$ cat config.mk
export PLATFORM = sky130hd
export DESIGN_NAME = nibble_handshake_link_core
export DESIGN_NICKNAME = d
export VERILOG_FILES = /design/src/rtl/nhl_pkg.sv /design/src/rtl/nibble_handshake_link_core.sv /design/src/rtl/nhl_fsm.sv
export VERILOG_INCLUDE_DIRS = /design/src /design/src/rtl
export SDC_FILE = /design/constraint.sdc
export NUM_CORES = 1
export LEC_CHECK = 0
export BUFFER_PORTS_ARGS = -buffer_cell sky130_fd_sc_hd__buf_4
export CELL_PAD_IN_SITES_DETAIL_PLACEMENT = 1
export CELL_PAD_IN_SITES_GLOBAL_PLACEMENT = 1
export CORE_MARGIN = 2
export CORE_UTILIZATION = 44
export DETAILED_ROUTE_END_ITERATION = 8
export PLACE_DENSITY = 0.81
export REMOVE_ABC_BUFFERS = 1
export SKIP_CTS_REPAIR_TIMING = 1
export SLEW_MARGIN = 5
export SYNTH_ARGS = -nofsm -noshare
export SYNTH_HDL_FRONTEND = slang
export SYNTH_SLANG_ARGS = --single-unit
$ cat constraint.sdc
create_clock -name aclk -period 2.6 [get_ports aclk]
set_clock_uncertainty 0.15 [all_clocks]
set_input_delay 0.13 -clock aclk [delete_from_list [all_inputs] [get_ports aclk]]
set_output_delay 0.13 -clock aclk [all_outputs]
set_load 0.005 [all_outputs]
$ cat src/rtl/nibble_handshake_link_core_defines.svh
// Assertion helpers for the link RTL
`ifndef NIBBLE_HANDSHAKE_LINK_CORE_DEFINES_SVH
`define NIBBLE_HANDSHAKE_LINK_CORE_DEFINES_SVH

// same-cycle implication, held off during reset
`define NHL_ASSERT_IMP(lbl, clk, rstn, ante, cons) \
    lbl: assert property (@(posedge clk) disable iff (!rstn) (ante) |-> (cons)) \
        else $error("nibble link check failed");

// next-cycle implication, held off during reset
`define NHL_ASSERT_NXT(lbl, clk, rstn, ante, cons) \
    lbl: assert property (@(posedge clk) disable iff (!rstn) (ante) |=> (cons)) \
        else $error("nibble link check failed");

`endif

$ cat src/rtl/nhl_pkg.sv
package nhl_pkg;

    localparam int PHASE_W = 4;
    localparam int MODE_W  = 2;

    localparam logic [PHASE_W-1:0] PH_IDLE     = 4'd0;
    localparam logic [PHASE_W-1:0] PH_RX_LO    = 4'd1;
    localparam logic [PHASE_W-1:0] PH_RX_LOREL = 4'd2;
    localparam logic [PHASE_W-1:0] PH_RX_HI    = 4'd3;
    localparam logic [PHASE_W-1:0] PH_RX_HIREL = 4'd4;
    localparam logic [PHASE_W-1:0] PH_TX_READY = 4'd5;
    localparam logic [PHASE_W-1:0] PH_TX_LO    = 4'd6;
    localparam logic [PHASE_W-1:0] PH_TX_LOREL = 4'd7;
    localparam logic [PHASE_W-1:0] PH_TX_HI    = 4'd8;
    localparam logic [PHASE_W-1:0] PH_TX_HIREL = 4'd9;
    localparam logic [PHASE_W-1:0] PH_TX_NEXT  = 4'd10;

    localparam logic [MODE_W-1:0] MODE_NONE  = 2'd0;
    localparam logic [MODE_W-1:0] MODE_READ  = 2'd1;
    localparam logic [MODE_W-1:0] MODE_WRITE = 2'd2;

    typedef struct packed {
        logic       panel_has_data_n;
        logic       panel_can_take_n;
        logic       confirm_n;
        logic [3:0] nibble_in;
        logic       tx_valid;
        logic [7:0] tx_byte;
        logic       tx_last;
    } item_t;

    typedef struct packed {
        logic       select_n;
        logic       direction_pin;
        logic       half_pin;
        logic [3:0] nibble_out;
        logic       drive_enable;
        logic       rx_valid;
        logic [7:0] rx_byte;
        logic       tx_accept;
        logic       busy_res;
    } result_t;

endpackage

$ cat src/rtl/nibble_handshake_link_core.sv
// Host side of a 4-bit handshake link to a front panel. Each s_ beat is one
// sampled tick of the panel pins plus an optional send byte; each m_ beat is
// the pin drive and status after that tick. One beat is taken every cycle
// when m_ready stays high. An accepted beat is loaded into the input register;
// when it advances, the result register is loaded from the combinational link
// state update and drives the m_ ports.
// Receive takes priority over send when both are pending in idle.
module nibble_handshake_link_core (
    input  logic       aclk,
    input  logic       aresetn,
    input  logic       s_valid,
    output logic       s_ready,
    input  logic       s_panel_has_data_n,
    input  logic       s_panel_can_take_n,
    input  logic       s_confirm_n,
    input  logic [3:0] s_nibble_in,
    input  logic       s_tx_valid,
    input  logic [7:0] s_tx_byte,
    input  logic       s_tx_last,
    output logic       m_valid,
    input  logic       m_ready,
    output logic       m_select_n,
    output logic       m_direction_pin,
    output logic       m_half_pin,
    output logic [3:0] m_nibble_out,
    output logic       m_drive_enable,
    output logic       m_rx_valid,
    output logic [7:0] m_rx_byte,
    output logic       m_tx_accept,
    output logic       m_busy_res
);
    import nhl_pkg::*;

    logic    in_valid_reg, in_valid_next;
    item_t   in_item_reg;
    logic    out_valid_reg, out_valid_next;
    result_t out_res_reg;
    result_t step_res;
    logic    advance;

    assign advance = in_valid_reg && (!out_valid_reg || m_ready);
    assign s_ready = !in_valid_reg || advance;

    always_comb begin
        in_valid_next = in_valid_reg;
        if (s_valid && s_ready)
            in_valid_next = 1'b1;
        else if (advance)
            in_valid_next = 1'b0;

        out_valid_next = out_valid_reg;
        if (advance)
            out_valid_next = 1'b1;
        else if (m_ready)
            out_valid_next = 1'b0;
    end

    always_ff @(posedge aclk) begin
        if (!aresetn) begin
            in_valid_reg  <= 1'b0;
            out_valid_reg <= 1'b0;
        end else begin
            in_valid_reg  <= in_valid_next;
            out_valid_reg <= out_valid_next;
        end
    end

    always_ff @(posedge aclk) begin
        if (s_valid && s_ready) begin
            in_item_reg.panel_has_data_n <= s_panel_has_data_n;
            in_item_reg.panel_can_take_n <= s_panel_can_take_n;
            in_item_reg.confirm_n        <= s_confirm_n;
            in_item_reg.nibble_in        <= s_nibble_in;
            in_item_reg.tx_valid         <= s_tx_valid;
            in_item_reg.tx_byte          <= s_tx_byte;
            in_item_reg.tx_last          <= s_tx_last;
        end
        if (advance)
            out_res_reg <= step_res;
    end

    nhl_fsm u_fsm (
        .aclk    (aclk),
        .aresetn (aresetn),
        .step_en (advance),
        .item    (in_item_reg),
        .res     (step_res)
    );

    assign m_valid         = out_valid_reg;
    assign m_select_n      = out_res_reg.select_n;
    assign m_direction_pin = out_res_reg.direction_pin;
    assign m_half_pin      = out_res_reg.half_pin;
    assign m_nibble_out    = out_res_reg.nibble_out;
    assign m_drive_enable  = out_res_reg.drive_enable;
    assign m_rx_valid      = out_res_reg.rx_valid;
    assign m_rx_byte       = out_res_reg.rx_byte;
    assign m_tx_accept     = out_res_reg.tx_accept;
    assign m_busy_res      = out_res_reg.busy_res;

endmodule

$ cat src/rtl/nhl_fsm.sv
module nhl_fsm (
    input  logic            aclk,
    input  logic            aresetn,
    input  logic            step_en,
    input  nhl_pkg::item_t   item,
    output nhl_pkg::result_t res
);
    import nhl_pkg::*;

    `include "nibble_handshake_link_core_defines.svh"

    logic [PHASE_W-1:0] phase_reg, phase_next;
    logic [MODE_W-1:0]  mode_reg, mode_next;
    logic [3:0]         low_half_reg, low_half_next;
    logic [7:0]         send_hold_reg, send_hold_next;
    logic               send_more_reg, send_more_next;
    logic               in_rx;

    always_comb begin
        phase_next     = phase_reg;
        mode_next      = mode_reg;
        low_half_next  = low_half_reg;
        send_hold_next = send_hold_reg;
        send_more_next = send_more_reg;
        res            = '0;

        unique case (phase_reg)
            PH_RX_LO: begin
                if (!item.confirm_n) begin
                    low_half_next = item.nibble_in;
                    phase_next    = PH_RX_LOREL;
                end
            end
            PH_RX_LOREL: if (item.confirm_n) phase_next = PH_RX_HI;
            PH_RX_HI: begin
                if (!item.confirm_n) begin
                    res.rx_valid = 1'b1;
                    res.rx_byte  = {item.nibble_in, low_half_reg};
                    phase_next   = PH_RX_HIREL;
                end
            end
            PH_RX_HIREL: begin
                // keep receiving while the panel still has data
                if (item.confirm_n)
                    phase_next = item.panel_has_data_n ? PH_IDLE : PH_RX_LO;
            end
            PH_TX_READY: if (!item.panel_can_take_n) phase_next = PH_TX_LO;
            PH_TX_LO:    if (!item.confirm_n) phase_next = PH_TX_LOREL;
            PH_TX_LOREL: if (item.confirm_n) phase_next = PH_TX_HI;
            PH_TX_HI:    if (!item.confirm_n) phase_next = PH_TX_HIREL;
            PH_TX_HIREL: begin
                if (item.confirm_n)
                    phase_next = send_more_reg ? PH_TX_NEXT : PH_IDLE;
            end
            PH_TX_NEXT: begin
                if (item.tx_valid) begin
                    send_hold_next = item.tx_byte;
                    send_more_next = !item.tx_last;
                    res.tx_accept  = 1'b1;
                    phase_next     = PH_TX_READY;
                end
            end
            default: begin
                // idle, and any unused code
                phase_next = PH_IDLE;
                if (!item.panel_has_data_n) begin
                    mode_next  = MODE_READ;
                    phase_next = PH_RX_LO;
                end else if (item.tx_valid) begin
                    send_hold_next = item.tx_byte;
                    send_more_next = !item.tx_last;
                    res.tx_accept  = 1'b1;
                    mode_next      = MODE_WRITE;
                    phase_next     = PH_TX_READY;
                end
            end
        endcase

        // pins shown after the update
        res.busy_res = (phase_next != PH_IDLE);
        res.select_n = !(phase_next == PH_RX_LO || phase_next == PH_RX_HI ||
                         phase_next == PH_TX_LO || phase_next == PH_TX_HI);
        res.half_pin = !(phase_next == PH_RX_LO || phase_next == PH_RX_LOREL ||
                         phase_next == PH_TX_READY || phase_next == PH_TX_LO ||
                         phase_next == PH_TX_LOREL);
        in_rx = (phase_next >= PH_RX_LO) && (phase_next <= PH_RX_HIREL);
        res.drive_enable  = (mode_next == MODE_WRITE) && !in_rx;
        res.direction_pin = res.drive_enable;
        if (res.drive_enable)
            res.nibble_out = res.half_pin ? send_hold_next[7:4] : send_hold_next[3:0];
    end

    always_ff @(posedge aclk) begin
        if (!aresetn) begin
            phase_reg     <= PH_IDLE;
            mode_reg      <= MODE_NONE;
            low_half_reg  <= '0;
            send_hold_reg <= '0;
            send_more_reg <= 1'b0;
        end else if (step_en) begin
            phase_reg     <= phase_next;
            mode_reg      <= mode_next;
            low_half_reg  <= low_half_next;
            send_hold_reg <= send_hold_next;
            send_more_reg <= send_more_next;
        end
    end

    `NHL_ASSERT_IMP(a_rx_only_from_hi, aclk, aresetn, step_en && res.rx_valid, phase_reg == PH_RX_HI)
    `NHL_ASSERT_IMP(a_take_when_free, aclk, aresetn, step_en && res.tx_accept, phase_reg == PH_IDLE || phase_reg == PH_TX_NEXT)
    `NHL_ASSERT_NXT(a_take_holds_byte, aclk, aresetn, step_en && res.tx_accept, send_hold_reg == $past(item.tx_byte))
    `NHL_ASSERT_IMP(a_no_drive_on_rx, aclk, aresetn, step_en && res.rx_valid, !res.drive_enable)

endmodule
Yosys cells after proc, flatten, opt, wreduce, memory -nomap -nowiden
Cells that the tools add are included.

Register bits: 56. Output and inout port bits: 21. Word-level logic and storage cells: 106.

$lt $le $gt $ge: 2. Eq/ne operators: 18. Multiplexer cells: 33. Bitwise gates (word level): 3. Reductions and logical operators: 28.

Operators by type and width (number): 4-bit two-way mux (13); 4-bit one-hot mux with 10 select lines (1); 4-bit by 3-bit == test with 1-bit output (second input constant) (7); 4-bit by 2-bit == test with 1-bit output (second input constant) (4); 4-bit == test (second input constant) (4); 8-bit two-way mux (2); 8-bit one-hot mux with 2 select lines (1); 10-bit OR reduction (1); 1-bit logical OR (9); 1-bit two-way mux (9); 9-bit two-way mux (1); 9-bit OR reduction (1); 4-bit by 1-bit == test with 1-bit output (second input constant) (2); 1-bit logical NOT (6); 2-bit two-way mux (3); 3-bit AND reduction (2); 2-bit nonzero test (3); 4-bit by 1-bit >= comparator with 1-bit output (second input constant) (1); 4-bit by 3-bit <= comparator with 1-bit output (second input constant) (1); 1-bit logical AND (4); 1-bit one-hot mux with 2 select lines (2); 4-bit nonzero test (1); 3-bit two-way mux (1); 1-bit NOT (3); other kinds (2) (2).

Longest topological paths before layout
Gate-level depths: netlist of the first run.

Depth after elaboration: 9. Gate-level depth with buffers: 9. Depth with buffers taken out: 7.

Modules after synthesis
A second synthesis of the first run with hierarchy kept.

Cell total of the unflattened synthesis: 213. Area total of the unflattened synthesis: 2592.5 µm².

By module, submodules not included: nhl_fsm (times used 1, cells an instance 168, area each 1407.6 µm², sequential area each 380.4 µm²); nibble_handshake_link_core (times used 1, cells an instance 45, area each 1184.9 µm², sequential area each 1121.1 µm²).

Least setup slack after synthesis of the first run
No wires, ideal clock.

Path kind: register -> register. From: reg out_valid_reg, in the netlist m_valid. To: reg u_fsm.send_hold_reg[0]. Library setup time: 0.123 ns. Arrival: 1.938 ns. Required time: 2.327 ns. Slack: 0.389 ns. Stages on the path, launching flop included: 8. Buffers on the path: 1. Period minus slack after synthesis: 2.211 ns. Path through: dfxtp_1 -> nor2b_1 -> nand2b_1 -> inv_1 -> clkbuf_1 -> nand2_1 -> nand2_1 -> a21boi_0.

Longest elaborated chain between the ends: 3.

Ends and longest elaborated chain: start: declaration (RTL line nibble_handshake_link_core.sv:36) `logic out_valid_reg, out_valid_next;`; start signal: assignment (RTL line nibble_handshake_link_core.sv:64) `out_valid_reg <= out_valid_next;`; 1-bit logical NOT (RTL line nibble_handshake_link_core.sv:41) `assign advance = in_valid_reg && (!out_valid_reg || m_ready);`; 1-bit logical OR (RTL line nibble_handshake_link_core.sv:41); 1-bit logical AND (RTL line nibble_handshake_link_core.sv:41); named net advance (RTL line nibble_handshake_link_core.sv:39) `logic advance;`; end signal: assignment (RTL line nhl_fsm.sv:104) `send_hold_reg <= send_hold_next;`; end: declaration (RTL line nhl_fsm.sv:15) `logic [7:0] send_hold_reg, send_hold_next;`.

The timed path passes the listed nets, and every way through them passes these cells. A chain may end at the register's enable or synchronous reset.

Worst setup path after layout of the first run
From: reg u_fsm.phase_reg[1]. To: reg out_res_reg, in the netlist m_nibble_out[1], data pin.

Longest elaborated chain between the ends: 8. Elaborated cells between the ends (all ways): 41.

Ends and longest elaborated chain: start: declaration (RTL line nhl_fsm.sv:12) `logic [PHASE_W-1:0] phase_reg, phase_next;`; start signal: assignment (RTL line nhl_fsm.sv:101) `phase_reg <= phase_next;`; 4-bit == test (tied with other cells) (RTL line nhl_fsm.sv:27) `unique case (phase_reg)`; 4-bit one-hot mux with 10 select lines (RTL line nhl_fsm.sv:27); 4-bit by 1-bit == test with 1-bit output / 4-bit by 2-bit == test with 1-bit output (equally long branches) (RTL line nhl_fsm.sv:83) `res.half_pin = !(phase_next == PH_RX_LO || phase_next == PH_RX_LOREL ||`; 1-bit logical OR (2 in a row) (RTL line nhl_fsm.sv:83); 1-bit logical OR (2 in a row) (RTL line nhl_fsm.sv:84) `phase_next == PH_TX_READY || phase_next == PH_TX_LO ||`; 4-bit two-way mux (RTL line nhl_fsm.sv:90) `res.nibble_out = res.half_pin ? send_hold_next[7:4] : send_hold_next[3:0];`; end signal: assignment (RTL line nibble_handshake_link_core.sv:79) `out_res_reg <= step_res;`; end: declaration (RTL line nibble_handshake_link_core.sv:37) `result_t out_res_reg;`.

Parallel ways exist; a longest one is shown, timed or not.

==> results of run 1 <==
power by group through the flow:
stage	clock (mW)	combinational (mW)	sequential, mW
2_1_floorplan	0	0.164	1.04
3_3_place_gp	0	0.295	1.05
3_5_place_dp	0	0.303	1.05
4_1_cts	0.494	0.306	1.03
5_1_grt	0.527	0.360	1.04
6_report	0.477	0.330	1.03
per-stage QoR:
stage          worst slack (ns)  instances
6_report                  0.138        372
5_1_grt                  0.0270        372
4_1_cts                  0.0306        354
3_5_place_dp              0.112        346
3_3_place_gp              0.169        346
2_1_floorplan             0.259        217
cells in the final DEF, fill, tap and decap left out, drive strengths merged, types with 6 or more instances in the layout:
master,n
and2,11
dfxtp,21
a21boi,11
nand2,40
mux2i,8
o21ai,6
dlygate4sd3,18
nor2,12
nor2b,6
nand2b,9
edfxtp,35
clkbuf,6
a21oi,7
buf,57
layout make-up:
cell class,instances,area [um^2],share of cell area [%]
clock inverter,2,13.8,0.418
multi-input combinational,157,1010,30.8
timing repair buffer,75,608,18.5
inverter,4,15.0,0.456
sequential,56,1480,44.8
tap,72,90.1,2.74
clock buffer,6,72.6,2.21
worst reg2reg max path, cell delays in order (launching register included):
cell and delay [ns]:
dfxtp_1 0.62, a21o_1 0.22, a21oi_1 0.10, or3b_1 0.42, a21oi_1 0.29, nand3b_1 0.31
a221oi_2 0.11
layer usage:
layer  track usage (%)  share of wire, %  wire (um)  vias up
met5                 0                 0          0        -
met4              5.08               1.5         92        0
met3              3.73               3.4        205       11
met2              34.0                52       3090       45
met1              23.7                43       2570      956
li1                  -                 -          -      963
path summary, 6_finish.rpt:
check	end	slack, ns	cells after the start
setup / recovery	m_nibble_out[1]$_SDFFCE_PN0P_	0.14	6
hold / removal	u_fsm.mode_reg[1]$_SDFFE_PN0P_	-0.002	3
setup reg to reg	m_nibble_out[1]$_SDFFCE_PN0P_	0.14	6
hold reg to reg	u_fsm.mode_reg[0]$_SDFFE_PN0P_	0.34	2
cell usage after synthesis (2+ instances only):
library cell   n  share of area (%)
clkbuf_1       7                1.0
a21boi_0       9                2.7
o32ai_1        2               0.69
nand3b_1       2               0.59
and2_1        11                2.7
a21boi_1       2               0.59
o211a_1        5                2.0
nand2b_1       9                2.2
o21ai_0        4               0.79
o21ai_1        2               0.39
buf_2          4               0.79
nor2_1        12                1.8
a21oi_1        7                1.4
inv_1          3               0.44
a21o_1         2               0.59
a221oi_2       4                2.4
mux2i_1        8                3.2
nand2_1       40                5.9
and3_1         4               0.99
nand3_1        5               0.99
nor2b_1        6                1.5
or3b_1         3                1.0
dfxtp_1       21                 17
edfxtp_1      35                 41
kinds of logic (layout without fill, tap and decap cells):
kind of cell,count (synthesis),after routing,synth area share [%]
compound gates,49,49,16.0
mux,8,8,3.15
simple gates,99,99,19.9
buf+inv,16,87,2.71
flops,56,56,57.9
xor+xnor,1,1,0.345
==> flow_summary.json, run 1 <==
{
  "outcome": "finished, violations left",
  "violations": "negative hold slack",
  "antenna_found_initial": 0,
  "cp_data_arrival_time_ns": 2.37,
  "maxSlewHeadroom_pct": 67.9,
  "grt_pass1_wl_mm": 9.37,
  "syn_inst": 229,
  "synth_cell_type_count": 46,
  "ir_drop_mv": 0.347,
  "rows": 27,
  "dpl_cell_area_mm2": 0.00300,
  "finalSetupViolations": 0,
  "cts_tree": "built",
  "grt-ovfl-total": 0,
  "fin_setup_tns_ns": 0,
  "wl_per_cell_um": 16.0,
  "clk_latency_ns": 0.31,
  "pwr-share-comb_pct": 18.0,
  "largest_reg_flops": 17,
  "port_buffers": 41,
  "p_total_mw": 1.84,
  "first_pass_iters": 4,
  "p_leak_nw": 1.30,
  "fillCellCount": 611,
  "async_reset_ff_share_pct": 0,
  "crit_fanout": 12,
  "crit_family": "simple AND/OR/NAND/NOR gates",
  "drv_cap": 0,
  "startpoint_type": "flop",
  "gp_congestion": 0.814,
  "worstHoldStart": "aresetn",
  "initialDrtViolationCount": 103,
  "swShare_pct": 26.5,
  "synth_seq_cells": 56,
  "vias_per_cell": 5.31,
  "io_pins": 42,
  "die_y_um": 80.0,
  "grt_max_degree": 22,
  "hpwl_mm": 4.22,
  "critPathBufInv": 0,
  "power.switching_mw": 0.488,
  "whs_ns": -0.00175,
  "routed_wl_mm": 5.96,
  "hold_viol_final": 1,
  "yosysWarnings": 0,
  "synthToLayoutAreaGrowth_pct": 29.5,
  "drv_slew": 0,
  "cp-end-kind": "flop",
  "tightest_slew_ns": 0.481,
  "layout.core_utilization_pct": 59.4,
  "synth_edf_count": 35,
  "die_w_um": 80.0,
  "stdcell_area_mm2": 0.00329,
  "rsz0062_at_grt": "false",
  "hold_path_class": "in -> reg",
  "crit_required_ns": 2.51,
  "clk_pin_slew_ns": 0.10,
  "ys.flop_type": "edfxtp_1",
  "diodes": 0,
  "antenna_left": 0,
  "drc": 0,
  "p_per_area_mw_per_mm2": 559,
  "crit_chain": "a21o_1 > a21oi_1 > or3b_1 > a21oi_1 > nand3b_1 > a221oi_2",
  "crit_start": "u_fsm.phase_reg[1]$_SDFFE_PN0P_",
  "ys_seq_area_share_pct": 57.9,
  "pwr-share-clk_pct": 25.9,
  "min_period_ns": 2.46,
  "cts_buffers": 5,
  "fin_crit_sh_pct": 94.7,
  "coreArea_mm2": 0.00554,
  "seqPwrFrac_pct": 56.1,
  "cp_common_cell": "a21oi_1",
  "vias": 1975,
  "clkSinkCount": 56,
  "grt_usage_pct": 19.1,
  "syn_avg_cell_area_um2": 11.1,
  "htreeDepth": 2,
  "cts_buffer_depth": 2,
  "synthesis.area_mm2": 0.00254,
  "rr_startpoint": "u_fsm.phase_reg[1]$_SDFFE_PN0P_",
  "internal-power_mw": 1.35,
  "fmax_mhz": 406,
  "crit_slowest_cell": "dfxtp_1",
  "start_util_pct": 45.8,
  "die-area_mm2": 0.00640,
  "grt_pass1_vias": 1890,
  "nets": 320,
  "crit_type": "reg -> reg",
  "cts-root-buf": "clkbuf_8",
  "drive_gt1_share_pct": 25.0,
  "critPathMaxStageDelay_ns": 0.62
}
Note: power is estimated with default switching activity, not from simulation.
==> run 2, diff against run 1 <==
--- a/config.mk
+++ b/config.mk
@@ -9,13 +9,13 @@
 export BUFFER_PORTS_ARGS = -buffer_cell sky130_fd_sc_hd__buf_4
 export CELL_PAD_IN_SITES_DETAIL_PLACEMENT = 1
 export CELL_PAD_IN_SITES_GLOBAL_PLACEMENT = 1
-export CORE_MARGIN = 2
-export CORE_UTILIZATION = 44
+export CORE_MARGIN = 10
+export CORE_UTILIZATION = 39
 export DETAILED_ROUTE_END_ITERATION = 8
-export PLACE_DENSITY = 0.81
+export PLACE_DENSITY = 0.76
 export REMOVE_ABC_BUFFERS = 1
 export SKIP_CTS_REPAIR_TIMING = 1
-export SLEW_MARGIN = 5
+export SLEW_MARGIN = 20
 export SYNTH_ARGS = -nofsm -noshare
 export SYNTH_HDL_FRONTEND = slang
 export SYNTH_SLANG_ARGS = --single-unit
==> constraint.sdc (replaced) <==
create_clock -name aclk -period 2.2 [get_ports aclk]
set_clock_uncertainty 0.15 [all_clocks]
set_input_delay 0.11 -clock aclk [delete_from_list [all_inputs] [get_ports aclk]]
set_output_delay 0.11 -clock aclk [all_outputs]
set_load 0.005 [all_outputs]
==> flow_summary.json, run 2 (synthesized netlist as in run 1, its figures left out) <==
{
  "outcome": "finished, violations left",
  "violations": "negative hold slack, negative setup slack",
  "cp_data_arrival_time_ns": 2.39,
  "startpoint_type": "flop",
  "p_per_area_mw_per_mm2": 639,
  "critPathMaxStageDelay_ns": 0.38,
  "antenna_left": 0,
  "grt_usage_pct": 13.6,
  "nets": 353,
  "hold_path_class": "in -> reg",
  "rows": 29,
  "htreeDepth": 2,
  "crit_type": "reg -> reg",
  "largest_reg_flops": 17,
  "routed_wl_mm": 7.33,
  "cts-root-buf": "clkbuf_8",
  "die_w_um": 101,
  "antenna_found_initial": 0,
  "cts_buffers": 5,
  "diodes": 0,
  "wl_per_cell_um": 17.9,
  "first_pass_iters": 4,
  "crit_slowest_cell": "dfxtp_4",
  "die_y_um": 101,
  "grt_pass1_wl_mm": 11.0,
  "rsz0062_at_grt": "true",
  "ir_drop_mv": 0.357,
  "min_period_ns": 2.39,
  "final_cell_mix": "buf_4 (84), nand2_1 (39), edfxtp_1 (35)",
  "grt-ovfl-total": 0,
  "start_util_pct": 40.0,
  "fin_crit_sh_pct": 108,
  "drive_gt1_share_pct": 35.1,
  "fin_setup_tns_ns": -1.10,
  "fmax_mhz": 419,
  "finalSetupViolations": 8,
  "io_pins": 42,
  "grt_pass1_vias": 2148,
  "clk_latency_ns": 0.32,
  "cts_tree": "built",
  "maxSlewHeadroom_pct": 41.0,
  "crit_required_ns": 2.21,
  "initialDrtViolationCount": 110,
  "vias": 2138,
  "crit_fanout": 5,
  "clkSinkCount": 56,
  "clk_pin_slew_ns": 0.11,
  "p_total_mw": 2.31,
  "crit_chain": "buf_6 > or3_1 > a32oi_1 > a221o_1 > a21oi_2 > nand3b_1 > a221oi_2",
  "port_buffers": 41,
  "synthToLayoutAreaGrowth_pct": 42.2,
  "drv_slew": 0,
  "p_leak_nw": 1.48,
  "tightest_slew_ns": 0.884,
  "hpwl_mm": 5.08,
  "final_common_cell": "buf_4",
  "coreArea_mm2": 0.00635,
  "cts_buffer_depth": 2,
  "setup_ws_ns": -0.186,
  "whs_ns": -0.0206,
  "hold_viol_final": 1,
  "cp-end-kind": "flop",
  "drv_cap": 0,
  "grt_max_degree": 22,
  "die-area_mm2": 0.0101,
  "vias_per_cell": 5.21,
  "gp_congestion": 0.866,
  "drc": 0
}
==> run 2: power by group <==
part           internal (mW)  total, mW  switching, mW
Combinational          0.268      0.516          0.249
Sequential              1.17       1.21         0.0339
Clock                  0.228      0.584          0.357
==> run 2: critical path, delay by kind of cell (launching register included) <==
family                 cells  cell delay, ns
buffers and inverters      1            0.12
AND/OR/NAND/NOR            2            0.69
AO/OA/AOI/OAI              4            0.87
flip-flops                 1            0.38
==> run 2: path summary, 6_finish.rpt <==
check                                                          from                                   to  slack [ns]  cells after the start
worst max register to register      u_fsm.phase_reg[3]$_SDFFE_PN0P_        m_nibble_out[0]$_SDFFCE_PN0P_       -0.19                      7
worst max-delay path                u_fsm.phase_reg[3]$_SDFFE_PN0P_        m_nibble_out[0]$_SDFFCE_PN0P_       -0.19                      7
worst min register to register  u_fsm.send_hold_reg[1]$_SDFFE_PN0P_  u_fsm.send_hold_reg[1]$_SDFFE_PN0P_        0.31                      2
worst min-delay path                                        m_ready                 m_valid$_SDFFE_PN0P_       -0.02                      3
==> run 2: final cells by class <==
class	count	area, um^2
fill	675	2740
tap	77	96.3
clock buffer	6	72.6
timing repair buffer	107	860
sequential	56	1480
inverter	4	15.0
timing repair inverter	1	7.51
clock inverter	2	16.3
multi-input combinational	157	1060
==> run 2: per-layer routing <==
| metal | routed length [um] | GRT usage [%] | vias to the layer above |
|---|---|---|---|
| li1 | - | - | 1037 |
| met5 | 0 | 0 | - |
| met3 | 270 | 3.22 | 10 |
| met4 | 105 | 3.91 | 0 |
| met1 | 2980 | 15.6 | 1053 |
| met2 | 3980 | 24.2 | 38 |
==> run 2: through the flow <==
step,area (um^2),setup slack (ns),hold WS [ns],instances,utilization [%]
CTS,3260,-0.301,-0.196,381,51.4
detailed placement,3180,-0.268,0.139,373,50.0
global placement,3180,-0.133,0.138,373,50.0
finish,3610,-0.186,-0.0206,410,56.9
floorplan,2490,-0.141,0.0589,217,-
global route,3610,-0.321,0.000190,410,56.9
==> run 3, diff against run 2 <==
--- a/config.mk
+++ b/config.mk
@@ -7,12 +7,12 @@
 export NUM_CORES = 1
 export LEC_CHECK = 0
 export BUFFER_PORTS_ARGS = -buffer_cell sky130_fd_sc_hd__buf_4
-export CELL_PAD_IN_SITES_DETAIL_PLACEMENT = 1
-export CELL_PAD_IN_SITES_GLOBAL_PLACEMENT = 1
 export CORE_MARGIN = 10
-export CORE_UTILIZATION = 39
+export CORE_UTILIZATION = 50
 export DETAILED_ROUTE_END_ITERATION = 8
-export PLACE_DENSITY = 0.76
+export GPL_TIMING_DRIVEN = 0
+export PLACE_DENSITY = 0.77
+export RECOVER_POWER = 50
 export REMOVE_ABC_BUFFERS = 1
 export SKIP_CTS_REPAIR_TIMING = 1
 export SLEW_MARGIN = 20
==> flow_summary.json, run 3 (synthesized netlist as in run 1, its figures left out) <==
{
  "crit_fanout": 6,
  "grt_pass1_wl_mm": 8.60,
  "start_util_pct": 52.7,
  "pwr-share-comb_pct": 19.0,
  "internal-power_mw": 1.60,
  "cts_buffer_depth": 2,
  "ir_drop_mv": 0.586,
  "grt_usage_pct": 12.4,
  "drc": 0,
  "swShare_pct": 26.7,
  "diodes": 0,
  "stdcell_area_mm2": 0.00341,
  "finalSetupViolations": 19,
  "crit_start": "in_item_reg[14]$_DFFE_PP_",
  "maxSlewHeadroom_pct": 48.9,
  "dp_cells": 325,
  "initialDrtViolationCount": 235,
  "antenna_left": 0,
  "seqPwrFrac_pct": 55.7,
  "antenna_found_initial": 0,
  "io_pins": 42,
  "outcome": "finished, violations left",
  "cts_buffers": 5,
  "cts_tree": "built",
  "violations": "negative hold slack, negative setup slack",
  "first_pass_iters": 4,
  "grt-ovfl-total": 0,
  "clk_latency_ns": 0.31,
  "worstHoldStart": "aresetn",
  "fmax_mhz": 420,
  "rsz0062_at_grt": "true",
  "coreArea_mm2": 0.00482,
  "final_cell_count_no_fill": 376,
  "power.switching_mw": 0.584,
  "final_cell_mix": "nand2_1 (39), clkbuf_4 (36), edfxtp_1 (35)",
  "largest_reg_flops": 17,
  "dpl_cell_area_mm2": 0.00288,
  "pwr-share-clk_pct": 25.3,
  "vias_per_cell": 5.38,
  "cts-root-buf": "clkbuf_8",
  "fin_crit_sh_pct": 108,
  "min_period_ns": 2.38,
  "rrSetupSlack_ns": -0.18,
  "whs_ns": -0.0232,
  "tightest_slew_ns": 0.767,
  "routed_wl_mm": 5.87,
  "nets": 329,
  "hpwl_mm": 3.54,
  "crit_type": "reg -> reg",
  "port_buffers": 41,
  "vias": 2023,
  "hold_path_class": "in -> reg",
  "drive_gt1_share_pct": 28.5,
  "whs_endpoint": "u_fsm.mode_reg[1]$_SDFFE_PN0P_",
  "die-area_mm2": 0.00833,
  "setup_ws_ns": -0.183,
  "startpoint_type": "flop",
  "fin_setup_tns_ns": -1.24,
  "p_per_area_mw_per_mm2": 641,
  "hold_viol_final": 3,
  "clkSinkCount": 56,
  "die_y_um": 91.3,
  "pre_cts_ws_ns": -0.542,
  "clk_pin_slew_ns": 0.09,
  "htreeDepth": 2,
  "p_leak_nw": 1.31,
  "grt_pass1_vias": 1835,
  "cp_data_arrival_time_ns": 2.37,
  "r2r_end": "m_nibble_out[1]$_SDFFCE_PN0P_",
  "rows": 25,
  "die_w_um": 91.3,
  "cp-end-kind": "flop",
  "drv_slew": 0,
  "rr_startpoint": "in_item_reg[14]$_DFFE_PP_",
  "hold_depth": 3,
  "wl_per_cell_um": 15.6,
  "gp_congestion": 0.813,
  "final_common_cell": "nand2_1",
  "drv_cap": 0,
  "layout.core_utilization_pct": 70.8,
  "ff2ff_path_depth": 7,
  "grt_max_degree": 29,
  "synthToLayoutAreaGrowth_pct": 34.3,
  "p_total_mw": 2.19,
  "crit_required_ns": 2.19
}
run 3: how the worst max path moves through the flow:
stage          cells after the start  slack [ns]                            end
3_3_place_gp                       6       -0.50  m_nibble_out[3]$_SDFFCE_PN0P_
3_5_place_dp                       6       -0.54  m_nibble_out[1]$_SDFFCE_PN0P_
2_1_floorplan                      6       -0.14       m_drive_enable$_DFFE_PP_
5_1_grt                            7       -0.28  m_nibble_out[2]$_SDFFCE_PN0P_
6_report                           7       -0.18  m_nibble_out[1]$_SDFFCE_PN0P_
4_1_cts                            6       -0.58  m_nibble_out[1]$_SDFFCE_PN0P_
run 3: critical path, cell delays in order, from the launching register on:
cell and delay, ns:
edfxtp_1 0.48, buf_4 0.17, nand2b_1 0.10, a21oi_1 0.10, a2111oi_4 0.48, nand4_1 0.20, a21boi_2 0.24, a221oi_2 0.29
run 3: area by class of cell:
type	instances	area (um^2)
Timing Repair inverter	1	5.00
Clock buffer	6	72.6
Sequential cell	56	1490
Tap cell	67	83.8
Timing Repair Buffer	83	647
Inverter	4	18.8
Fill cell	365	1410
Clock inverter	2	13.8
Multi-Input combinational cell	157	1080
run 3: per-layer routing:
metal / vias to the layer above / global-route usage, % / share of wire, %
met5: - / 0 / 0
met3: 12 / 3.13 / 6.1
met4: 0 / 6.53 / 1.8
met2: 75 / 20.2 / 51
li1: 988 / - / -
met1: 948 / 14.8 / 41
run 3: power groups by stage:
stage                     registers, mW  logic [mW]  clock network [mW]
after global placement             1.24       0.295                   0
after floorplan                    1.23       0.194                   0
after CTS                          1.22       0.304               0.566
after global routing               1.22       0.454               0.609
after detailed placement           1.25       0.301                   0
final                              1.22       0.416               0.554
